[src/design/pulse_frequency_duty_meter_macros.svh]
// Assertion macros shared by the pulse frequency and duty meter modules.
`ifndef PULSE_FREQUENCY_DUTY_METER_MACROS_SVH
`define PULSE_FREQUENCY_DUTY_METER_MACROS_SVH

`ifndef SYNTHESIS
// Same-cycle implication, checked on the rising clock edge outside of reset.
`define PFDM_ASSERT_IMP(label, ante, cons) \
  label: assert property (@(posedge clk_i) disable iff (!rst_ni) (ante) |-> (cons)) \
    else $error("pfdm: implication check failed");
// Next-cycle implication, checked on the rising clock edge outside of reset.
`define PFDM_ASSERT_NXT(label, ante, cons) \
  label: assert property (@(posedge clk_i) disable iff (!rst_ni) (ante) |=> (cons)) \
    else $error("pfdm: next-cycle check failed");
`else
`define PFDM_ASSERT_IMP(label, ante, cons)
`define PFDM_ASSERT_NXT(label, ante, cons)
`endif

`endif

[src/design/pfdm_pkg.sv]
// Shared widths, constants and types of the pulse frequency and duty meter.
package pfdm_pkg;

  localparam int unsigned TimeW   = 32;
  localparam int unsigned RateW   = 30;
  localparam int unsigned PeriodW = TimeW + 1;
  localparam int unsigned DutyW   = 14;
  localparam int unsigned ScaleW  = 14;
  localparam int unsigned ProdW   = TimeW + ScaleW;
  localparam int unsigned StepW   = $clog2(RateW + 1);

  localparam logic [ScaleW-1:0] DutyScale = ScaleW'(10000);
  localparam logic [RateW-1:0]  RateReset = RateW'(10000000);

  // Quotient bits produced for each of the two divisions.
  localparam logic [StepW-1:0] FreqSteps = StepW'(RateW);
  localparam logic [StepW-1:0] DutySteps = StepW'(DutyW);

  localparam logic [1:0] PhaseRise0 = 2'd0;
  localparam logic [1:0] PhaseFall  = 2'd1;
  localparam logic [1:0] PhaseRise1 = 2'd2;

  typedef enum logic [2:0] {
    ST_IDLE,
    ST_MUL,
    ST_FREQ,
    ST_DUTY,
    ST_LOAD
  } state_e;

  typedef struct packed {
    logic               start;
    logic [PeriodW-1:0] rem_init;
    logic [RateW-1:0]   dividend;
    logic [StepW-1:0]   steps;
    logic [PeriodW-1:0] divisor;
  } div_req_t;

  typedef struct packed {
    logic             busy;
    logic             done;
    logic [RateW-1:0] quotient;
  } div_rsp_t;

endpackage

[src/design/pulse_frequency_duty_meter.sv]
// Top level of the pulse frequency and duty meter with its sequencer and ports.
// Each input word is one capture timestamp of the measured signal, in the
// order rising, falling, rising edge. The first two words of a cycle are
// absorbed and give no output, unless the falling stamp equals the rising
// one. The closing rising edge yields one output word with the high and low
// tick counts, the frequency tick_rate_hz / (high + low) and the duty cycle in
// hundredths of a percent, truncated. Time differences wrap modulo 2^32. A
// falling or closing edge whose timestamp equals the one before gives an output
// word with timing_error set and all other fields zero, and measurement
// restarts with a rising edge. A closing edge passes through these steps:
// accept, the high-time scaling multiply while the frequency division starts,
// frequency division (30 quotient bits, then a hand-over to the duty
// division), duty division (14 quotient bits, then a report of completion)
// and, once the output register is free, the hand-over of the result to it.
// An edge with equal timestamps is accepted and then loads the error word.
// Both divisions run on one shared restoring divider that retires one
// quotient bit per cycle. s_axis_tready is low while the block is busy. The
// output register holds a finished word until it is taken, while the block
// already accepts the next timestamp. The tick rate register lives at byte
// address 0 of the APB port and resets to 10 MHz; it may be written only
// while no measurement is in flight.
`include "pulse_frequency_duty_meter_macros.svh"
module pulse_frequency_duty_meter (
  input  logic         clk_i,
  input  logic         rst_ni,
  // Capture stream.
  input  logic         s_axis_tvalid,
  output logic         s_axis_tready,
  input  logic [31:0]  s_axis_tdata,   // [31:0] edge_time
  // Result stream.
  output logic         m_axis_tvalid,
  input  logic         m_axis_tready,
  output logic [111:0] m_axis_tdata,   // [31:0] high_ticks, [63:32] low_ticks,
                                       // [93:64] frequency_hz,
                                       // [107:94] duty_hundredths, rest zero
  output logic [0:0]   m_axis_tuser,   // [0] timing_error
  // Configuration port.
  input  logic         psel,
  input  logic         penable,
  input  logic         pwrite,
  input  logic [2:0]   paddr,
  input  logic [31:0]  pwdata,
  output logic [31:0]  prdata,
  output logic         pready
);
  import pfdm_pkg::*;

  state_e state_q, state_d;

  logic [RateW-1:0]   rate_q;
  logic [1:0]         phase_q;
  logic [TimeW-1:0]   last_q;
  logic [TimeW-1:0]   high_q;
  logic [TimeW-1:0]   low_q;
  logic [PeriodW-1:0] period_q;
  logic [ProdW-1:0]   prod_q;
  logic [RateW-1:0]   freq_q;
  logic               err_q;

  logic               out_valid_q;
  logic [TimeW-1:0]   out_high_q;
  logic [TimeW-1:0]   out_low_q;
  logic [RateW-1:0]   out_freq_q;
  logic [DutyW-1:0]   out_duty_q;
  logic               out_err_q;

  logic               accept;
  logic               out_free;
  logic               load_out;
  logic [TimeW-1:0]   edge_time;
  logic [TimeW-1:0]   diff;
  logic               diff_zero;
  logic               cfg_write;

  div_req_t div_req;
  div_rsp_t div_rsp;

  assign edge_time = s_axis_tdata;
  assign accept    = s_axis_tvalid && s_axis_tready;
  assign diff      = edge_time - last_q;
  assign diff_zero = (diff == '0);
  assign out_free  = !out_valid_q || m_axis_tready;

  // Configuration port: a single register, writes to other words are dropped.
  assign pready    = 1'b1;
  assign cfg_write = psel && penable && pwrite && pready && !paddr[2];
  assign prdata    = paddr[2] ? '0 : {{(32 - RateW){1'b0}}, rate_q};

  always_ff @(posedge clk_i or negedge rst_ni) begin
    if (!rst_ni) begin
      rate_q <= RateReset;
    end else if (cfg_write) begin
      rate_q <= pwdata[RateW-1:0];
    end
  end

  // Sequencer: next state.
  always_comb begin
    state_d = state_q;
    case (state_q)
      ST_IDLE: begin
        if (accept && (phase_q == PhaseFall) && diff_zero) begin
          state_d = ST_LOAD;
        end else if (accept && (phase_q == PhaseRise1)) begin
          state_d = diff_zero ? ST_LOAD : ST_MUL;
        end
      end
      ST_MUL:  state_d = ST_FREQ;
      ST_FREQ: begin
        if (div_rsp.done) begin
          state_d = ST_DUTY;
        end
      end
      ST_DUTY: begin
        if (div_rsp.done) begin
          state_d = ST_LOAD;
        end
      end
      ST_LOAD: begin
        if (out_free) begin
          state_d = ST_IDLE;
        end
      end
      default: state_d = ST_IDLE;
    endcase
  end

  // Sequencer: outputs and divider requests. The frequency division starts
  // while the product is being formed; the duty division follows on the
  // scaled high time, whose quotient is known to stay below 2^14, so only
  // its low 14 bits are shifted through the divider.
  always_comb begin
    s_axis_tready    = 1'b0;
    load_out         = 1'b0;
    div_req.start    = 1'b0;
    div_req.rem_init = '0;
    div_req.dividend = rate_q;
    div_req.steps    = FreqSteps;
    div_req.divisor  = period_q;
    case (state_q)
      ST_IDLE: s_axis_tready = 1'b1;
      ST_MUL:  div_req.start = 1'b1;
      ST_FREQ: begin
        div_req.start    = div_rsp.done;
        div_req.rem_init = PeriodW'(prod_q[ProdW-1:DutyW]);
        div_req.dividend = {prod_q[DutyW-1:0], {(RateW - DutyW){1'b0}}};
        div_req.steps    = DutySteps;
      end
      ST_DUTY: ;
      ST_LOAD: load_out = out_free;
      default: ;
    endcase
  end

  pfdm_div u_div (
    .clk_i  (clk_i),
    .rst_ni (rst_ni),
    .req_i  (div_req),
    .rsp_o  (div_rsp)
  );

  // Edge phase tracking and measurement registers.
  always_ff @(posedge clk_i or negedge rst_ni) begin
    if (!rst_ni) begin
      state_q <= ST_IDLE;
      phase_q <= PhaseRise0;
      last_q  <= '0;
      high_q  <= '0;
      err_q   <= 1'b0;
    end else begin
      state_q <= state_d;
      if (accept) begin
        case (phase_q)
          PhaseFall: begin
            if (diff_zero) begin
              err_q   <= 1'b1;
              phase_q <= PhaseRise0;
            end else begin
              high_q  <= diff;
              last_q  <= edge_time;
              phase_q <= PhaseRise1;
            end
          end
          PhaseRise1: begin
            err_q   <= diff_zero;
            phase_q <= PhaseRise0;
          end
          default: begin
            last_q  <= edge_time;
            phase_q <= PhaseFall;
          end
        endcase
      end
    end
  end

  always_ff @(posedge clk_i) begin
    if (accept && (phase_q == PhaseRise1)) begin
      low_q    <= diff;
      period_q <= {1'b0, high_q} + {1'b0, diff};
    end
    if (state_q == ST_MUL) begin
      prod_q <= ProdW'(high_q) * ProdW'(DutyScale);
    end
    if (state_q == ST_FREQ && div_rsp.done) begin
      freq_q <= div_rsp.quotient;
    end
  end

  // Output register.
  always_ff @(posedge clk_i or negedge rst_ni) begin
    if (!rst_ni) begin
      out_valid_q <= 1'b0;
    end else if (load_out) begin
      out_valid_q <= 1'b1;
    end else if (m_axis_tready) begin
      out_valid_q <= 1'b0;
    end
  end

  always_ff @(posedge clk_i) begin
    if (load_out) begin
      out_err_q  <= err_q;
      out_high_q <= err_q ? '0 : high_q;
      out_low_q  <= err_q ? '0 : low_q;
      out_freq_q <= err_q ? '0 : freq_q;
      out_duty_q <= err_q ? '0 : div_rsp.quotient[DutyW-1:0];
    end
  end

  assign m_axis_tvalid = out_valid_q;
  assign m_axis_tdata  = {{(112 - 2 * TimeW - RateW - DutyW){1'b0}},
                          out_duty_q, out_freq_q, out_low_q, out_high_q};
  assign m_axis_tuser  = out_err_q;

  `PFDM_ASSERT_IMP(a_err_word_zero, m_axis_tvalid && m_axis_tuser[0], m_axis_tdata == '0)
  `PFDM_ASSERT_IMP(a_duty_in_range, m_axis_tvalid && !m_axis_tuser[0],
                   m_axis_tdata[107:94] <= DutyW'(10000))
  `PFDM_ASSERT_IMP(a_no_accept_while_dividing, div_rsp.busy, !s_axis_tready)
  `PFDM_ASSERT_NXT(a_closing_edge_leaves_idle, accept && phase_q == PhaseRise1,
                   state_q != ST_IDLE && phase_q == PhaseRise0)

endmodule

[src/design/pfdm_div.sv]
// Shared restoring divider that produces one quotient bit per clock cycle.
`include "pulse_frequency_duty_meter_macros.svh"
module pfdm_div (
  input  logic              clk_i,
  input  logic              rst_ni,
  input  pfdm_pkg::div_req_t req_i,
  output pfdm_pkg::div_rsp_t rsp_o
);
  import pfdm_pkg::*;

  logic               busy_q, busy_d;
  logic               done_q, done_d;
  logic [StepW-1:0]   cnt_q, cnt_d;
  logic [PeriodW-1:0] rem_q, rem_d;
  logic [RateW-1:0]   shf_q, shf_d;
  logic [RateW-1:0]   quo_q, quo_d;
  logic [PeriodW:0]   trial;
  logic               fits;

  // The remainder always stays below the divisor, so the shifted trial fits
  // in one more bit than the divisor.
  assign trial = {rem_q, shf_q[RateW-1]};
  assign fits  = trial >= {1'b0, req_i.divisor};

  always_comb begin
    busy_d = busy_q;
    done_d = 1'b0;
    cnt_d  = cnt_q;
    rem_d  = rem_q;
    shf_d  = shf_q;
    quo_d  = quo_q;
    if (req_i.start) begin
      busy_d = 1'b1;
      cnt_d  = req_i.steps;
      rem_d  = req_i.rem_init;
      shf_d  = req_i.dividend;
      quo_d  = '0;
    end else if (busy_q) begin
      rem_d = fits ? PeriodW'(trial - {1'b0, req_i.divisor}) : PeriodW'(trial);
      shf_d = {shf_q[RateW-2:0], 1'b0};
      quo_d = {quo_q[RateW-2:0], fits};
      cnt_d = cnt_q - StepW'(1);
      if (cnt_q == StepW'(1)) begin
        busy_d = 1'b0;
        done_d = 1'b1;
      end
    end
  end

  always_ff @(posedge clk_i or negedge rst_ni) begin
    if (!rst_ni) begin
      busy_q <= 1'b0;
      done_q <= 1'b0;
      cnt_q  <= '0;
    end else begin
      busy_q <= busy_d;
      done_q <= done_d;
      cnt_q  <= cnt_d;
    end
  end

  always_ff @(posedge clk_i) begin
    rem_q <= rem_d;
    shf_q <= shf_d;
    quo_q <= quo_d;
  end

  assign rsp_o.busy     = busy_q;
  assign rsp_o.done     = done_q;
  assign rsp_o.quotient = quo_q;

  `PFDM_ASSERT_IMP(a_rem_below_divisor, busy_q, rem_q < req_i.divisor)
  `PFDM_ASSERT_NXT(a_done_ends_run, busy_q && cnt_q == StepW'(1), done_q && !busy_q)
  `PFDM_ASSERT_IMP(a_no_restart_busy, busy_q, !req_i.start)

endmodule

[config.mk]
export PLATFORM = sky130hd
export DESIGN_NAME = pulse_frequency_duty_meter
export DESIGN_NICKNAME = d
export VERILOG_FILES = /design/src/design/pfdm_pkg.sv /design/src/design/pulse_frequency_duty_meter.sv /design/src/design/pfdm_div.sv
export VERILOG_INCLUDE_DIRS = /design/src /design/src/design
export SDC_FILE = /design/constraint.sdc
export NUM_CORES = 1
export LEC_CHECK = 0
export BUFFER_PORTS_ARGS = -buffer_cell sky130_fd_sc_hd__buf_2
export CORE_MARGIN = 2
export CORE_UTILIZATION = 39
export DETAILED_ROUTE_END_ITERATION = 7
export MAX_ROUTING_LAYER = met4
export SLEW_MARGIN = 10
export SYNTH_ARGS = -nofsm -noshare
export SYNTH_HDL_FRONTEND = slang
export SYNTH_SLANG_ARGS = --single-unit
[constraint.sdc]
create_clock -name clk_i -period 6.6 [get_ports clk_i]
set_input_delay 0.99 -clock clk_i [delete_from_list [all_inputs] [get_ports clk_i]]
set_output_delay 0.99 -clock clk_i [all_outputs]
set_load 0.01 [all_outputs]
==> flow_metrics.env <==
export IMPL_status="completed"
export IMPL_cts_tree="done"
export IMPL_ys_seq_elements=447
export IMPL_place_congestion=0.904
export IMPL_synth_edf_count=309
export IMPL_hold_class="in2async"
export IMPL_layout_commonest_cell="edfxtp_1"
export IMPL_fin_tns_setup_ps=0
export IMPL_maxSlewViolCount=0
export IMPL_design_die_area_um2=74700
export IMPL_setup_viol=0
export IMPL_cts_buffer_depth=3
export IMPL_dr_pass1_iters=8
export IMPL_final_cell_mix="309 x edfxtp_1, 303 x inv_1, 218 x ha_1, 213 x nand2_1, 209 x buf_2"
export IMPL_clk_pin_slew_worst_paths_ps=60
export IMPL_syn_cell_area_um2=28300
export IMPL_cts_sinks=447
export IMPL_postCtsSetupBuffers=0
export IMPL_synth_ff_type="edfxtp_1"
export IMPL_syn_avg_cell_area_um2=10.4
export IMPL_die_w_um=273
export IMPL_drt_iter0_markers=1384
export IMPL_critPathArrivalTime_ps=6490
export IMPL_portBuffers=210
export IMPL_dp_hpwl_mm=51.5
export IMPL_tightest_slew_ps=1150
export IMPL_final_nets=3290
export IMPL_reg2reg_slack_ps=460
export IMPL_core_area_um2=71600
export IMPL_rows=98
export IMPL_antenna_left=0
export IMPL_critPathKind="reg2reg"
export IMPL_avgRoutedWirePerCell_um=17.7
export IMPL_cp_start_kind="flip-flop"
export IMPL_maxCapViolations=0
export IMPL_vias=20396
export IMPL_async_reset_ff_share_pct=24.2
export IMPL_overflow=0
export IMPL_fin_crit_sh_pct=93.1
export IMPL_crit_path_end_kind="flip-flop"
export IMPL_yosysSeqAreaShare_pct=44.5
export IMPL_n_fill_cell=6695
export IMPL_hold_violations=0
export IMPL_routed_wl_mm=69.1
export IMPL_slew_headroom_pct=23.1
export IMPL_synth_cells=2718
export IMPL_ios=222
export IMPL_drc=0
export IMPL_vias_per_cell=5.22
export IMPL_first_global_vias=20490
export IMPL_start_util_pct=39.5
export IMPL_critPathRequiredTime_ps=6950
export IMPL_worstReg2RegEnd="prod_q[43]"
export IMPL_cp_max_fo=5
export IMPL_cts_resized_gates=0
export IMPL_track_usage_pct=19.0
export IMPL_maxClockFrequency_mhz=163
export IMPL_grt_max_degree=126
export IMPL_cts_htree_levels=2
export IMPL_antenna_cells=0
export IMPL_clk_latency_ps=630
export IMPL_r2r_start="high_q[4]"
export IMPL_synth_cell_types=79
export IMPL_ff2ff_path_depth=24
export IMPL_die_h_um=273
export IMPL_ys_warn_count=0
export IMPL_drive_gt1_share_pct=14.4
export IMPL_fin_skew_ps=32.7
export IMPL_syn_to_final_growth_pct=14.0
export IMPL_grt_pass1_wl_mm=111
export IMPL_cts_buffers_inserted=51
export IMPL_antenna_found_initial=1
export IMPL_fin_crit_ps=6140
export IMPL_cts_root_buf="clkbuf_16"
export IMPL_rsz0062_at_grt="false"
export IMPL_cts_hold_buffers=0
[metrics by stage]
step                util, %  hold slack, ps  setup slack, ps  area [µm²]  instances
finish                 45.0             339              457       32300       3904
global placement       42.5             429              361       30400       3808
detailed placement     42.5             429              275       30400       3808
floorplan                 -             408              448       28300       2723
CTS                    45.0             321              533       32300       3904
global route           45.0             349              190       32300       3904
[Yosys cell counts, drive strengths merged, types with 5 or more instances]
cell type	count	area (µm²)
nand3	113	566
o21bai	22	165
nor2	150	563
a211o	5	43.8
nor4	13	96.3
mux2i	70	701
o311ai	24	210
fa	86	1720
or2	6	37.5
and3	13	81.3
ha	219	2740
o22ai	12	75.1
a21o	66	495
o31ai	13	97.6
nand4	16	100
or3	10	62.6
inv	305	1140
clkbuf	91	342
edfxtp	309	9280
o21a	21	158
a211oi	19	143
dfstp	8	210
nand2	215	807
dfxtp	30	601
o21ai	143	716
and2	9	56.3
nand2b	14	87.6
o211ai	39	383
nand3b	36	270
xnor2	71	622
nor3	29	145
a31oi	46	288
a311oi	6	52.6
and4	7	63.8
mux2	31	349
a21oi	104	524
xor2	40	350
buf	29	186
dfrtp	100	2500
nor2b	122	763
[logic make-up (layout without fill, tap and decap cells)]
logic type / count (synthesis) / count (layout) / synth area share [%]
fa+ha+maj: 305 / 305 / 15.8
xor+xnor: 111 / 111 / 3.44
mux: 101 / 101 / 3.71
buf+inv: 427 / 658 / 5.94
other cells: 2 / 7 / 0.0265
simple gates: 767 / 767 / 13.5
flops: 447 / 447 / 44.5
compound gates: 558 / 558 / 13.1
[critical path, cell delays in order, from the launching register on]
cell and delay (ps):
dfrtp_1 490, inv_1 200, fa_1 550, inv_1 40
ha_1 260, inv_1 50, fa_1 520, inv_1 40
ha_1 270, inv_1 50, fa_1 490, inv_1 40
ha_1 340, and3_1 200, a221oi_1 330, buf_4 190
o2bb2ai_1 150, a31oi_1 200, nor4_1 510, o31a_1 250
a211o_1 170, o221a_2 210, a21boi_0 90, nor2_1 150
xnor2_1 110
[cell type report]
type / count / area [µm²] / area share, %
Sequential cell: 447 / 12600 / 39.1
Timing Repair Buffer: 255 / 1400 / 4.35
Clock buffer: 62 / 1360 / 4.22
Inverter: 307 / 1150 / 3.57
Clock inverter: 34 / 465 / 1.44
Multi-Input combinational cell: 1849 / 14100 / 43.7
Tap cell: 950 / 1190 / 3.69
[metal layers]
| metal | track usage [%] | up-vias | share of wire, % |
|---|---|---|---|
| li1 | - | 9962 | - |
| met1 | 24.4 | 9900 | 45 |
| met2 | 31.9 | 453 | 49 |
| met3 | 2.33 | 81 | 4.2 |
| met4 | 4.76 | 0 | 2.0 |
| met5 | - | - | 0 |
[worst max-delay path by stage]
stage,startpoint,to,slack (ps),cells after the start
floorplan,m_axis_tready,m_axis_tuser,450,2
global placement,s_axis_tdata[0],period_q[30],360,22
detailed placement,s_axis_tdata[0],period_q[31],280,19
CTS,high_q[4],prod_q[43],530,24
global route,high_q[4],prod_q[43],190,24
finish,high_q[4],prod_q[43],460,24
[sequential cells by signal, summed over array words and instances (netlist names), 30 cells and up]
signal / count
period_q: 33
high_q: 32
rate_q: 30
u_div.quo_q: 30
out_high_q: 32
out_freq_q: 30
out_low_q: 32
u_div.rem_q: 33
prod_q: 42
low_q: 32
u_div.shf_q: 30
last_q: 32
freq_q: 30
Power is left out: the tool's default activity adds up to more than one toggle a clock period on the data nets, which glitch-free logic cannot reach.
